## src/rtl/slmb_pkg.sv

```systemverilog
// Shared types and constants for the status LED mode blinker.
`default_nettype none

package slmb_pkg;

  // Width of every configuration register and of the blink counter.
  localparam int CFG_W = 16;
  localparam int COUNT_BITS_DEFAULT = 16;

  localparam logic [CFG_W-1:0] PERIOD_RESET   = 16'd1000;
  localparam logic [CFG_W-1:0] ON_RESET       = 16'd100;
  localparam logic [CFG_W-1:0] BLINK_RESET    = 16'd80;
  localparam logic [CFG_W-1:0] FEEDBACK_RESET = 16'd480;

  typedef enum logic [1:0] {
    MODE_INIT = 2'd0,
    MODE_RUN  = 2'd1,
    MODE_CFG  = 2'd2,
    MODE_ERR  = 2'd3
  } mode_t;

  typedef enum logic [2:0] {
    REQ_TICK     = 3'd0,
    REQ_INIT     = 3'd1,
    REQ_RUN      = 3'd2,
    REQ_WR_BEGIN = 3'd3,
    REQ_WR_END   = 3'd4,
    REQ_ERROR    = 3'd5
  } req_t;

  typedef enum logic [1:0] {
    CFG_PERIOD   = 2'd0,
    CFG_ON       = 2'd1,
    CFG_BLINK    = 2'd2,
    CFG_FEEDBACK = 2'd3
  } cfg_idx_t;

endpackage

`default_nettype wire

```

## src/rtl/slmb_rem.sv

```systemverilog
// Bit-serial restoring remainder unit: dividend modulo a 16-bit divisor.
`default_nettype none

module slmb_rem
  import slmb_pkg::*;
#(
  parameter int DW = 16
) (
  input  wire logic             clk,
  input  wire logic             rst,
  input  wire logic             start,
  input  wire logic [DW-1:0]    dividend,
  input  wire logic [CFG_W-1:0] divisor,
  output logic                  done,
  output logic [CFG_W-1:0]      rem
);

  localparam int STEP_W = $clog2(DW + 1);

  logic              busy;
  logic [STEP_W-1:0] steps;
  logic [DW-1:0]     dvd;
  logic [CFG_W-1:0]  dvs;
  logic [CFG_W-1:0]  part;
  logic [CFG_W:0]    shifted;
  logic [CFG_W-1:0]  part_next;

  // Bring down one dividend bit; subtract when the divisor fits.
  assign shifted = {part, dvd[DW-1]};
  always_comb begin
    if (shifted >= {1'b0, dvs}) begin
      part_next = CFG_W'(shifted - {1'b0, dvs});
    end else begin
      part_next = shifted[CFG_W-1:0];
    end
  end

  always_ff @(posedge clk) begin
    if (rst) begin
      busy  <= 1'b0;
      done  <= 1'b0;
      steps <= '0;
    end else begin
      done <= 1'b0;
      if (start) begin
        busy  <= 1'b1;
        steps <= STEP_W'(DW);
      end else if (busy) begin
        steps <= steps - 1'b1;
        if (steps == STEP_W'(1)) begin
          busy <= 1'b0;
          done <= 1'b1;
        end
      end
    end
  end

  always_ff @(posedge clk) begin
    if (start) begin
      dvd  <= dividend;
      dvs  <= divisor;
      part <= '0;
    end else if (busy) begin
      dvd  <= dvd << 1;
      part <= part_next;
    end
  end

  assign rem = part;

endmodule

`default_nettype wire

```

## src/rtl/status_led_mode_blinker.sv

```systemverilog
// Status LED mode blinker: mode state machine, heartbeat and blink timing.
//
// Each accepted item is one event (a millisecond tick, init, set running,
// write begin, write end with a success bit, or set error) and yields one
// result: the LED level and the mode after that event. The state updates in
// the cycle an item is accepted and the result sits in an output register,
// so one item is taken per clock while the consumer keeps up. One exception:
// a running tick whose elapsed count reaches twice the period or more (only
// after the period register is lowered, or when running is entered dark
// with on_ms at or above the period) reduces the count through a bit-serial
// remainder unit, and no item is taken until its result appears. Registers
// are to be written via cfg_we/cfg_index/cfg_data only while the block is
// idle; the block itself does not enforce this.
`default_nettype none

module status_led_mode_blinker
  import slmb_pkg::*;
#(
  parameter int COUNT_BITS = COUNT_BITS_DEFAULT
) (
  input  wire logic             clk,
  input  wire logic             rst,
  input  wire logic             in_valid,
  output logic                  in_ready,
  input  wire logic [2:0]       req_type,
  input  wire logic             success,
  output logic                  out_valid,
  input  wire logic             out_ready,
  output logic                  led_on,
  output logic [1:0]            mode,
  input  wire logic             cfg_we,
  input  wire logic [1:0]       cfg_index,
  input  wire logic [CFG_W-1:0] cfg_data
);

  localparam int CW = (COUNT_BITS > CFG_W) ? COUNT_BITS : CFG_W;
  localparam logic [CW-1:0] CNT_MAX_W = CW'({COUNT_BITS{1'b1}});

  // Configuration registers
  logic [CFG_W-1:0] period_ms;
  logic [CFG_W-1:0] on_ms;
  logic [CFG_W-1:0] blink_half_ms;
  logic [CFG_W-1:0] feedback_ms;

  always_ff @(posedge clk) begin
    if (rst) begin
      period_ms     <= PERIOD_RESET;
      on_ms         <= ON_RESET;
      blink_half_ms <= BLINK_RESET;
      feedback_ms   <= FEEDBACK_RESET;
    end else if (cfg_we) begin
      unique case (cfg_idx_t'(cfg_index))
        CFG_PERIOD:   period_ms     <= cfg_data;
        CFG_ON:       on_ms         <= cfg_data;
        CFG_BLINK:    blink_half_ms <= cfg_data;
        CFG_FEEDBACK: feedback_ms   <= cfg_data;
        default:      ;
      endcase
    end
  end

  // State
  mode_t                 mode_reg, mode_next;
  logic [COUNT_BITS-1:0] elapsed, elapsed_next;
  logic                  write_done, write_done_next;
  logic [CFG_W-1:0]      half_count, half_count_next;
  logic                  blink_dark, blink_dark_next;
  logic                  led_level, led_level_next;
  logic                  out_valid_next;
  logic                  rem_pending, rem_pending_next;

  logic             in_fire, out_fire;
  logic             rem_start, rem_done;
  logic [CFG_W-1:0] rem;
  logic             in_err;
  req_t             req;

  assign in_fire  = in_valid && in_ready;
  assign out_fire = out_valid && out_ready;
  assign in_ready = !rem_pending && (!out_valid || out_ready);
  assign in_err   = (mode_reg == MODE_ERR);
  assign req      = req_t'(req_type);

  // Tick arithmetic
  logic [COUNT_BITS-1:0] inc;
  logic [CW-1:0]         inc_w, per_w, on_w, fb_w, run_diff, run_new;
  logic [CFG_W-1:0]      per_eff, half_eff, half_inc;
  logic                  run_ge, run_long, fb_exit, half_wrap;
  logic [COUNT_BITS-1:0] on_sat;

  assign inc      = (elapsed == {COUNT_BITS{1'b1}}) ? elapsed : elapsed + 1'b1;
  assign inc_w    = CW'(inc);
  assign per_eff  = (period_ms == '0) ? CFG_W'(1) : period_ms;
  assign per_w    = CW'(per_eff);
  assign on_w     = CW'(on_ms);
  assign fb_w     = CW'(feedback_ms);
  assign run_ge   = (inc_w >= per_w);
  assign run_diff = inc_w - per_w;
  assign run_long = run_ge && (run_diff >= per_w);
  assign run_new  = run_ge ? run_diff : inc_w;
  assign fb_exit  = (mode_reg == MODE_CFG) && write_done && (inc_w >= fb_w);
  assign half_eff = (blink_half_ms == '0) ? CFG_W'(1) : blink_half_ms;
  assign half_inc = half_count + 1'b1;
  assign half_wrap = (half_inc >= half_eff);
  assign on_sat   = (on_w > CNT_MAX_W) ? CNT_MAX_W[COUNT_BITS-1:0] : on_w[COUNT_BITS-1:0];

  assign rem_start = in_fire && (req == REQ_TICK) && (mode_reg == MODE_RUN) && run_long;

  slmb_rem #(
    .DW (CW)
  ) u_rem (
    .clk      (clk),
    .rst      (rst),
    .start    (rem_start),
    .dividend (inc_w),
    .divisor  (per_eff),
    .done     (rem_done),
    .rem      (rem)
  );

  // Next mode and write-done flag
  always_comb begin
    mode_next       = mode_reg;
    write_done_next = write_done;
    if (in_fire) begin
      unique case (req)
        REQ_TICK: begin
          if (fb_exit) begin
            mode_next       = MODE_RUN;
            write_done_next = 1'b0;
          end
        end
        REQ_INIT: begin
          if (!in_err) begin
            mode_next       = MODE_INIT;
            write_done_next = 1'b0;
          end
        end
        REQ_RUN: begin
          if (!in_err) begin
            mode_next       = MODE_RUN;
            write_done_next = 1'b0;
          end
        end
        REQ_WR_BEGIN: begin
          if (!in_err) begin
            mode_next       = MODE_CFG;
            write_done_next = 1'b0;
          end
        end
        REQ_WR_END: begin
          if (!in_err) begin
            mode_next       = success ? MODE_CFG : MODE_ERR;
            write_done_next = success;
          end
        end
        REQ_ERROR: begin
          mode_next       = MODE_ERR;
          write_done_next = 1'b0;
        end
        default: ;
      endcase
    end
  end

  // Counters, LED level and output handshake
  always_comb begin
    elapsed_next     = elapsed;
    half_count_next  = half_count;
    blink_dark_next  = blink_dark;
    led_level_next   = led_level;
    out_valid_next   = out_valid && !out_fire;
    rem_pending_next = rem_pending;
    if (rem_done) begin
      elapsed_next     = COUNT_BITS'(rem);
      led_level_next   = (rem < on_ms);
      out_valid_next   = 1'b1;
      rem_pending_next = 1'b0;
    end
    if (in_fire) begin
      out_valid_next = !rem_start;
      unique case (req)
        REQ_TICK: begin
          elapsed_next = inc;
          unique case (mode_reg)
            MODE_INIT, MODE_ERR: led_level_next = 1'b1;
            MODE_RUN: begin
              if (run_long) begin
                // hold until the remainder unit returns the reduced count
                rem_pending_next = 1'b1;
              end else begin
                elapsed_next   = run_new[COUNT_BITS-1:0];
                led_level_next = (run_new < on_w);
              end
            end
            MODE_CFG: begin
              if (fb_exit) begin
                // enter running dark, as if the lit part already passed
                elapsed_next    = on_sat;
                half_count_next = '0;
                blink_dark_next = 1'b0;
                led_level_next  = 1'b0;
              end else if (half_wrap) begin
                half_count_next = '0;
                blink_dark_next = !blink_dark;
                led_level_next  = blink_dark;
              end else begin
                half_count_next = half_inc;
                led_level_next  = !blink_dark;
              end
            end
            default: ;
          endcase
        end
        REQ_INIT, REQ_RUN, REQ_WR_BEGIN: begin
          if (!in_err) begin
            elapsed_next    = '0;
            half_count_next = '0;
            blink_dark_next = 1'b0;
          end
          led_level_next = in_err ? led_level : 1'b1;
        end
        REQ_WR_END: begin
          if (!in_err) begin
            if (success) begin
              elapsed_next    = '0;
              half_count_next = '0;
              blink_dark_next = 1'b0;
            end
            led_level_next = 1'b1;
          end
        end
        REQ_ERROR: led_level_next = 1'b1;
        default: ;
      endcase
    end
  end

  always_ff @(posedge clk) begin
    if (rst) begin
      mode_reg    <= MODE_INIT;
      elapsed     <= '0;
      write_done  <= 1'b0;
      half_count  <= '0;
      blink_dark  <= 1'b0;
      led_level   <= 1'b1;
      out_valid   <= 1'b0;
      rem_pending <= 1'b0;
    end else begin
      mode_reg    <= mode_next;
      elapsed     <= elapsed_next;
      write_done  <= write_done_next;
      half_count  <= half_count_next;
      blink_dark  <= blink_dark_next;
      led_level   <= led_level_next;
      out_valid   <= out_valid_next;
      rem_pending <= rem_pending_next;
    end
  end

  assign led_on = led_level;
  assign mode   = mode_reg;

  // Checks
  a_err_latched: assert property (@(posedge clk) disable iff (rst)
    mode_reg == MODE_ERR |=> mode_reg == MODE_ERR)
    else $error("error mode left without reset");

  a_err_lit: assert property (@(posedge clk) disable iff (rst)
    mode_reg == MODE_ERR |-> led_level)
    else $error("LED dark in error mode");

  a_rem_blocks: assert property (@(posedge clk) disable iff (rst)
    rem_pending |-> !in_ready && !out_valid)
    else $error("item taken or result shown during remainder");

  a_rem_result: assert property (@(posedge clk) disable iff (rst)
    rem_done |=> out_valid && mode_reg == MODE_RUN)
    else $error("remainder finished without a running result");

endmodule

`default_nettype wire
```

## config.mk

```make
export PLATFORM = sky130hd
export DESIGN_NAME = status_led_mode_blinker
export DESIGN_NICKNAME = d
export VERILOG_FILES = /design/src/rtl/slmb_pkg.sv /design/src/rtl/slmb_rem.sv /design/src/rtl/status_led_mode_blinker.sv
export SDC_FILE = /design/constraint.sdc
export NUM_CORES = 1
export LEC_CHECK = 0
export ABC_AREA = 1
export BUFFER_PORTS_ARGS = -buffer_cell sky130_fd_sc_hd__buf_2
export CAP_MARGIN = 40
export CORE_ASPECT_RATIO = 1.25
export CORE_MARGIN = 2
export CORE_UTILIZATION = 40
export DETAILED_ROUTE_END_ITERATION = 8
export PLACE_DENSITY = 0.61
export REMOVE_ABC_BUFFERS = 1
export SETUP_SLACK_MARGIN = 0.1
export SYNTH_ARGS = -nofsm -noshare
export SYNTH_HDL_FRONTEND = slang
export SYNTH_SLANG_ARGS = --single-unit
export TNS_END_PERCENT = 1
```

## constraint.sdc

```tcl
create_clock -name clk -period 5.6 [get_ports clk]
set_clock_uncertainty 0.1 [all_clocks]
set_input_delay 0.28 -clock clk [delete_from_list [all_inputs] [get_ports clk]]
set_output_delay 0.28 -clock clk [all_outputs]
set_load 0.01 [all_outputs]
```

; ---- Word level (Yosys, flattened, before mapping)
; Cells that the tools add are included.
; W data, S select, Z words.
[classes]
addsub = 5
multipliers = 0
div_mod_pow = 0
order_cmp = 8
n_eq_ne = 23
shift = 0
muxes = 63
n_bitwise = 1
n_reduce_logical = 37
[op_table]
columns = operator, n
row1 = $mux W16, 21
row2 = $pmux W16 S3, 2
row3 = $ge A16 B16 Y1, 4
row4 = $add A16 B1 Y16 const B, 2
row5 = $logic_not A16 Y1, 2
row6 = $lt A16 B16 Y1, 2
row7 = $pmux W16 S2, 1
row8 = $sub A16 B16 Y16, 2
row9 = $mux W1, 27
row10 = $ge A17 B16 Y1, 1
row11 = $eq A16 B16 Y1 const B, 1
row12 = $gt A16 B16 Y1 const B, 1
row13 = $ne A2 B2 Y1 const B, 8
row14 = $reduce_and A7 Y1, 2
row15 = $pmux W2 S6, 1
row16 = $logic_and A1 B1 Y1, 10
row17 = $mux W2, 5
row18 = $mux W5, 2
row19 = $eq A2 B2 Y1 const B, 4
row20 = $pmux W1 S4, 2
row21 = $reduce_and A2 Y1, 4
row22 = $eq A3 B2 Y1 const B, 2
row23 = $eq A3 B3 Y1 const B, 2
row24 = $ne A3 B3 Y1 const B, 2
row25 = other kinds (18), 27
[word_totals]
register_bits = 158
latch_bits = 0
ram_bits = 0
mem_bits_ro = 0
in_bits = 27
output_inout_bits = 5
elab_cells = 156
mem_count = 0

; ---- Logic depth before layout (Yosys ltp)
[depth]
word_depth = 9
ltp_mapped = 37
ltp_nobuf = 37

; ---- By module
; A second synthesis with hierarchy kept.
[unflattened]
hier_cells = 1618
area_unflattened_um2 = 11419.7
[by_module_without_submodules]
columns = module, n_inst, cells_per_inst, area_each_um2, seq_area_each_um2
row1 = status_led_mode_blinker, 1, 1177, 8036.5, 2062.0
row2 = slmb_rem, 1, 441, 3383.2, 1421.4

; ---- Worst setup path before layout
; Ideal clock, no wire load.
[synth_path]
path_kind = register -> register
startpoint = reg elapsed[1]
endpoint = reg u_rem.dvs[0] (enable)
setup_ns = 0.367
t_arrival_ns = 4.274
required_time_ns = 5.133
path_slack_ns = 0.859
stages_incl_launch_ff = 30
path_buffers = 1
period_less_slack_ns = 4.741
cell_sequence = dfxtp_1 -> ha_1 -> nand2_1 -> nor2_2 -> nand2_4 -> nor2_4 -> nor3_1 -> inv_1 -> nor2_1 -> nand3_1 -> xor2_1 -> inv_1 -> ha_1 -> nand2_1 -> nor2_1 -> a211oi_1 -> o21ai_1 -> nand2_1 -> nand3_1 -> nand2_1 -> inv_1 -> ha_1 -> nand4_1 -> o221a_2 -> nand2_2 -> nand2_4 -> nor2_1 -> buf_2 -> nand2_1 -> inv_1
[synth_between]
elab_chain_cells = 6
elab_cells_between_ends = 8
cone_classes = 2 x add/sub / 2 x order compare / 1 x eq/ne / 1 x mux / 2 x reduce/logical
[synth_lines]
columns = element, line_no
row1 = "start, declared", status_led_mode_blinker.sv:64  ; logic [COUNT_BITS-1:0] elapsed, elapsed_next;
row2 = "start signal, assigned", status_led_mode_blinker.sv:251  ; elapsed <= elapsed_next;
row3 = $add A16 B1 Y16 / $eq A16 B16 Y1 (equally long branches), status_led_mode_blinker.sv:91  ; assign inc = (elapsed == {COUNT_BITS{1'b1}}) ? elapsed : elapsed + 1'b1;
row4 = $mux W16 (*), status_led_mode_blinker.sv:91
row5 = $sub A16 B16 Y16, status_led_mode_blinker.sv:98  ; assign run_diff = inc_w - per_w;
row6 = $ge A16 B16 Y1, status_led_mode_blinker.sv:99  ; assign run_long = run_ge && (run_diff >= per_w);
row7 = $logic_and A1 B1 Y1 (*), status_led_mode_blinker.sv:99
row8 = $logic_and A1 B1 Y1 (*), status_led_mode_blinker.sv:107  ; assign rem_start = in_fire && (req == REQ_TICK) && (mode_reg == MODE_RUN) && run_long;
row9 = net rem_start, status_led_mode_blinker.sv:73  ; logic rem_start, rem_done;
row10 = "end signal, assigned", slmb_rem.sv:61  ; dvs <= divisor;
row11 = "end, declared", slmb_rem.sv:23  ; logic [CFG_W-1:0] dvs;
; The timed path passes the listed nets; every way through them passes the cells marked *.
; A chain may end at the register's enable or synchronous reset.

; ---- Final worst setup path
[layout_path]
startpoint = reg elapsed[1]
endpoint = reg led_level (netlist: led_on)
[layout_between]
elab_chain_cells = 9
elab_cells_between_ends = 16
cone_classes = 2 x add/sub / 4 x order compare / 1 x eq/ne / 7 x mux / 2 x reduce/logical
[layout_lines]
columns = element, line_no
row1 = $add A16 B1 Y16 / $eq A16 B16 Y1 (equally long branches), status_led_mode_blinker.sv:91
row2 = $mux W16 (*), status_led_mode_blinker.sv:91
row3 = $sub A16 B16 Y16 / $ge A16 B16 Y1 (equally long branches), "status_led_mode_blinker.sv:98, status_led_mode_blinker.sv:97"
row4 = $mux W16 / $ge A16 B16 Y1 (equally long branches), "status_led_mode_blinker.sv:100, status_led_mode_blinker.sv:99"
row5 = $lt A16 B16 Y1 / $logic_and A1 B1 Y1 (equally long branches), "status_led_mode_blinker.sv:193, status_led_mode_blinker.sv:99"
row6 = $mux W1, status_led_mode_blinker.sv:188  ; if (run_long) begin
row7 = $pmux W1 S3 (*), status_led_mode_blinker.sv:185  ; unique case (mode_reg)
row8 = $pmux W1 S4 (*), status_led_mode_blinker.sv:182  ; unique case (req)
row9 = $mux W1 (*), status_led_mode_blinker.sv:180  ; if (in_fire) begin
row10 = "end signal, assigned", status_led_mode_blinker.sv:255  ; led_level <= led_level_next;
row11 = "end, declared", status_led_mode_blinker.sv:68  ; logic led_level, led_level_next;
; Every way passes the cells marked *; elsewhere a longest branch is shown, timed or not.

==> results.sh <==
export IMPL_max_stage_delay_ns=0.38
export IMPL_rsz0062_at_grt="yes"
export IMPL_ys_types=53
export IMPL_area_growth_pct=9.760
export IMPL_nNetsFinal=1682
export IMPL_die_width_um=151.8
export IMPL_post_cts_buffers=0
export IMPL_crit_path_max_fanout=26
export IMPL_hp_class="input port to flip-flop"
export IMPL_grtUsageTotal=0.2230
export IMPL_dpl_hpwl_um=24450
export IMPL_ir_worst_vdd_uv=218.1
export IMPL_grt_pass1_vias=9603
export IMPL_min_period_ns=5.284
export IMPL_firstDrtPassIters=5
export IMPL_tightestPinTransition_ns=0.8787
export IMPL_post_drt_wl_per_cell_um=16.32
export IMPL_status="finished clean"
export IMPL_drv_slew=0
export IMPL_drt_vias_per_instance=5.263
export IMPL_cts_root_buf="clkbuf_16"
export IMPL_place_inst=1864
export IMPL_num_fill_cells=2781
export IMPL_synth_area_um2=10920
export IMPL_drv_cap=0
export IMPL_num_rows=67
export IMPL_dpl_cell_area_um2=11410
export IMPL_port_buffers=31
export IMPL_path_buf_inv=2
export IMPL_initialDrtViolationCount=541
export IMPL_dieArea_um2=28650
export IMPL_most_common_layout_cells="nand2_1, inv_1, a21oi_1"
export IMPL_setup_worst_path_end_class="flip-flop"
export IMPL_clk_pin_slew_worst_paths_ns=0.06
export IMPL_hold_viol_final=0
export IMPL_die_h_um=188.7
export IMPL_fin_tns_setup_ns=0
export IMPL_final_cells=1896
export IMPL_fin_crit_sh=0.9436
export IMPL_post_route_drc_count=0
export IMPL_grt_pass1_wl_um=49380
export IMPL_diodes=0
export IMPL_startpoint_type="flip-flop"
export IMPL_clock_path_buffers=2
export IMPL_setup_viol=0
export IMPL_fmax_ghz=0.1892
export IMPL_core_area_um2=26830
export IMPL_avgSynthCellArea_um2=7.148
export IMPL_gp_congestion=0.8973
export IMPL_required_ns=5.87
export IMPL_cpMostUsedCell="nand2_1"
export IMPL_max_slew_margin_rel=0.4142
export IMPL_cp_top_family="simple AND/OR/NAND/NOR gates"
export IMPL_clk_latency_ns=0.44
export IMPL_crit_slowest_cell="a211oi_2"
export IMPL_synthesis_instances=1528
export IMPL_p_leak_nw=5.534
export IMPL_layout_drive_gt1_share=0.07544
export IMPL_routed_wl_um=30940
export IMPL_overflow=0
export IMPL_path_class="flip-flop to flip-flop"
export IMPL_yosysWarnings=0
export IMPL_start_util=0.4071
export IMPL_grt_max_degree=61
export IMPL_layout_commonest_cell="nand2_1"
export IMPL_cts_sinks=158
export IMPL_synth_seq_area_share=0.3189
export IMPL_drtAntennaViolNets=0
export IMPL_power_density_nw_per_um2=232.8
export IMPL_ios=32
export IMPL_antenna_found_initial=0
export IMPL_cts_tree="yes"
export IMPL_via_count=9978
export IMPL_cts_buffers=17
export IMPL_arrival_ns=5.56
export IMPL_fin_area_um2=11990
export IMPL_ctsHtreeMaxLevel=4
export IMPL_synth_seq_cells=158
==> cell type report <==
| class | instances | area, µm² | area share |
|---|---|---|---|
| Multi-Input combinational cell | 1076 | 6326 | 0.5277 |
| Sequential cell | 158 | 3483 | 0.2906 |
| Inverter | 234 | 879.6 | 0.07337 |
| Timing Repair Buffer | 51 | 305.3 | 0.02547 |
| Clock buffer | 17 | 425.4 | 0.03549 |
| Tap cell | 345 | 431.7 | 0.03601 |
| Clock inverter | 15 | 136.4 | 0.01138 |
==> power by group <==
| part | switching [mW] | internal (mW) |
|---|---|---|
| sequential | 0.0239 | 1.19 |
| clock | 0.517 | 0.618 |
| combinational | 0.293 | 0.149 |
==> synth_stat cells (all sizes together) <==
cell type	number	area share
nand2	292	0.10
inv	232	0.080
a21oi	182	0.084
o21ai	167	0.078
dfxtp	126	0.23
ha	115	0.13
nor2	97	0.035
nand3	66	0.032
clkbuf	50	0.017
xor2	34	0.029
edfxtp	32	0.088
o211ai	23	0.016
a31oi	16	0.0092
xnor2	16	0.013
nor3	12	0.0055
nand4	11	0.0063
buf	10	0.0063
a211oi	9	0.0062
nor4	9	0.0052
or2	4	0.0023
a21o	2	0.0014
a41o	2	0.0018
clkinv	2	0.00080
fa	2	0.0037
nor3b	2	0.0014
o21bai	2	0.0014
o22ai	2	0.0011
a2111oi	1	0.00080
a21boi	1	0.00069
a311oi	1	0.00080
and3	1	0.00057
mux2	1	0.0014
o2111ai	1	0.00080
o211a	1	0.00092
o221a	1	0.0010
o221ai	1	0.00080
o311ai	1	0.00080
o31ai	1	0.00069
==> path summary, 6_finish.rpt <==
path,cells after the start,slack [ns],endpoint,start
min reg2reg,2,0.37,fb_w[11],fb_w[11]
min,3,0.02,fb_w[5],cfg_data[5]
max,31,0.32,led_on,elapsed[1]
max reg2reg,31,0.32,led_on,elapsed[1]
==> cells by family after synthesis <==
group | share of synthesized area
buffers and inverters | 0.1040
flip-flops | 0.3189
adder cells (fa/ha/maj) | 0.1354
AO/OA/AOI/OAI | 0.2062
multiplexers | 0.001374
XOR/XNOR | 0.04181
AND/OR/NAND/NOR | 0.1922
==> per-stage QoR <==
step	utilization	hold slack, ns	worst slack (ns)	power, mW
floorplan	-	0.2491	0.7009	1.531
global placement	0.4250	0.3523	0.4903	1.666
detailed placement	0.4253	0.3546	0.3822	1.674
CTS	0.4462	0.004420	0.3449	2.810
global route	0.4469	0.02104	-0.06626	2.924
finish	0.4469	0.02180	0.3157	2.790
==> what timing repair did <==
action / in CTS / in global routing
gates resized for setup: 0 / 3
hold buffers: 0 / 0
endpoints found under the setup margin: 0 / 43
hold endpoints to repair: 0 / 0
==> routing by layer <==
| metal | GRT usage | wire length [µm] | up-vias |
|---|---|---|---|
| met2 | 0.3922 | 15660 | 176 |
| li1 | - | - | 5107 |
| met1 | 0.2698 | 13280 | 4639 |
| met4 | 0.09081 | 1017 | 0 |
| met5 | 0 | 0 | - |
| met3 | 0.03123 | 978 | 56 |
==> worst reg2reg max path: cells and delay by family, from the launching register on <==
kind	cells	cell delay [ns]
xor+xnor	1	0.26
simple gates	18	2.00
compound gates	7	1.41
fa+ha+maj	3	0.89
flops	1	0.35
buf+inv	2	0.23
Note: power is estimated with default switching activity, not from simulation.
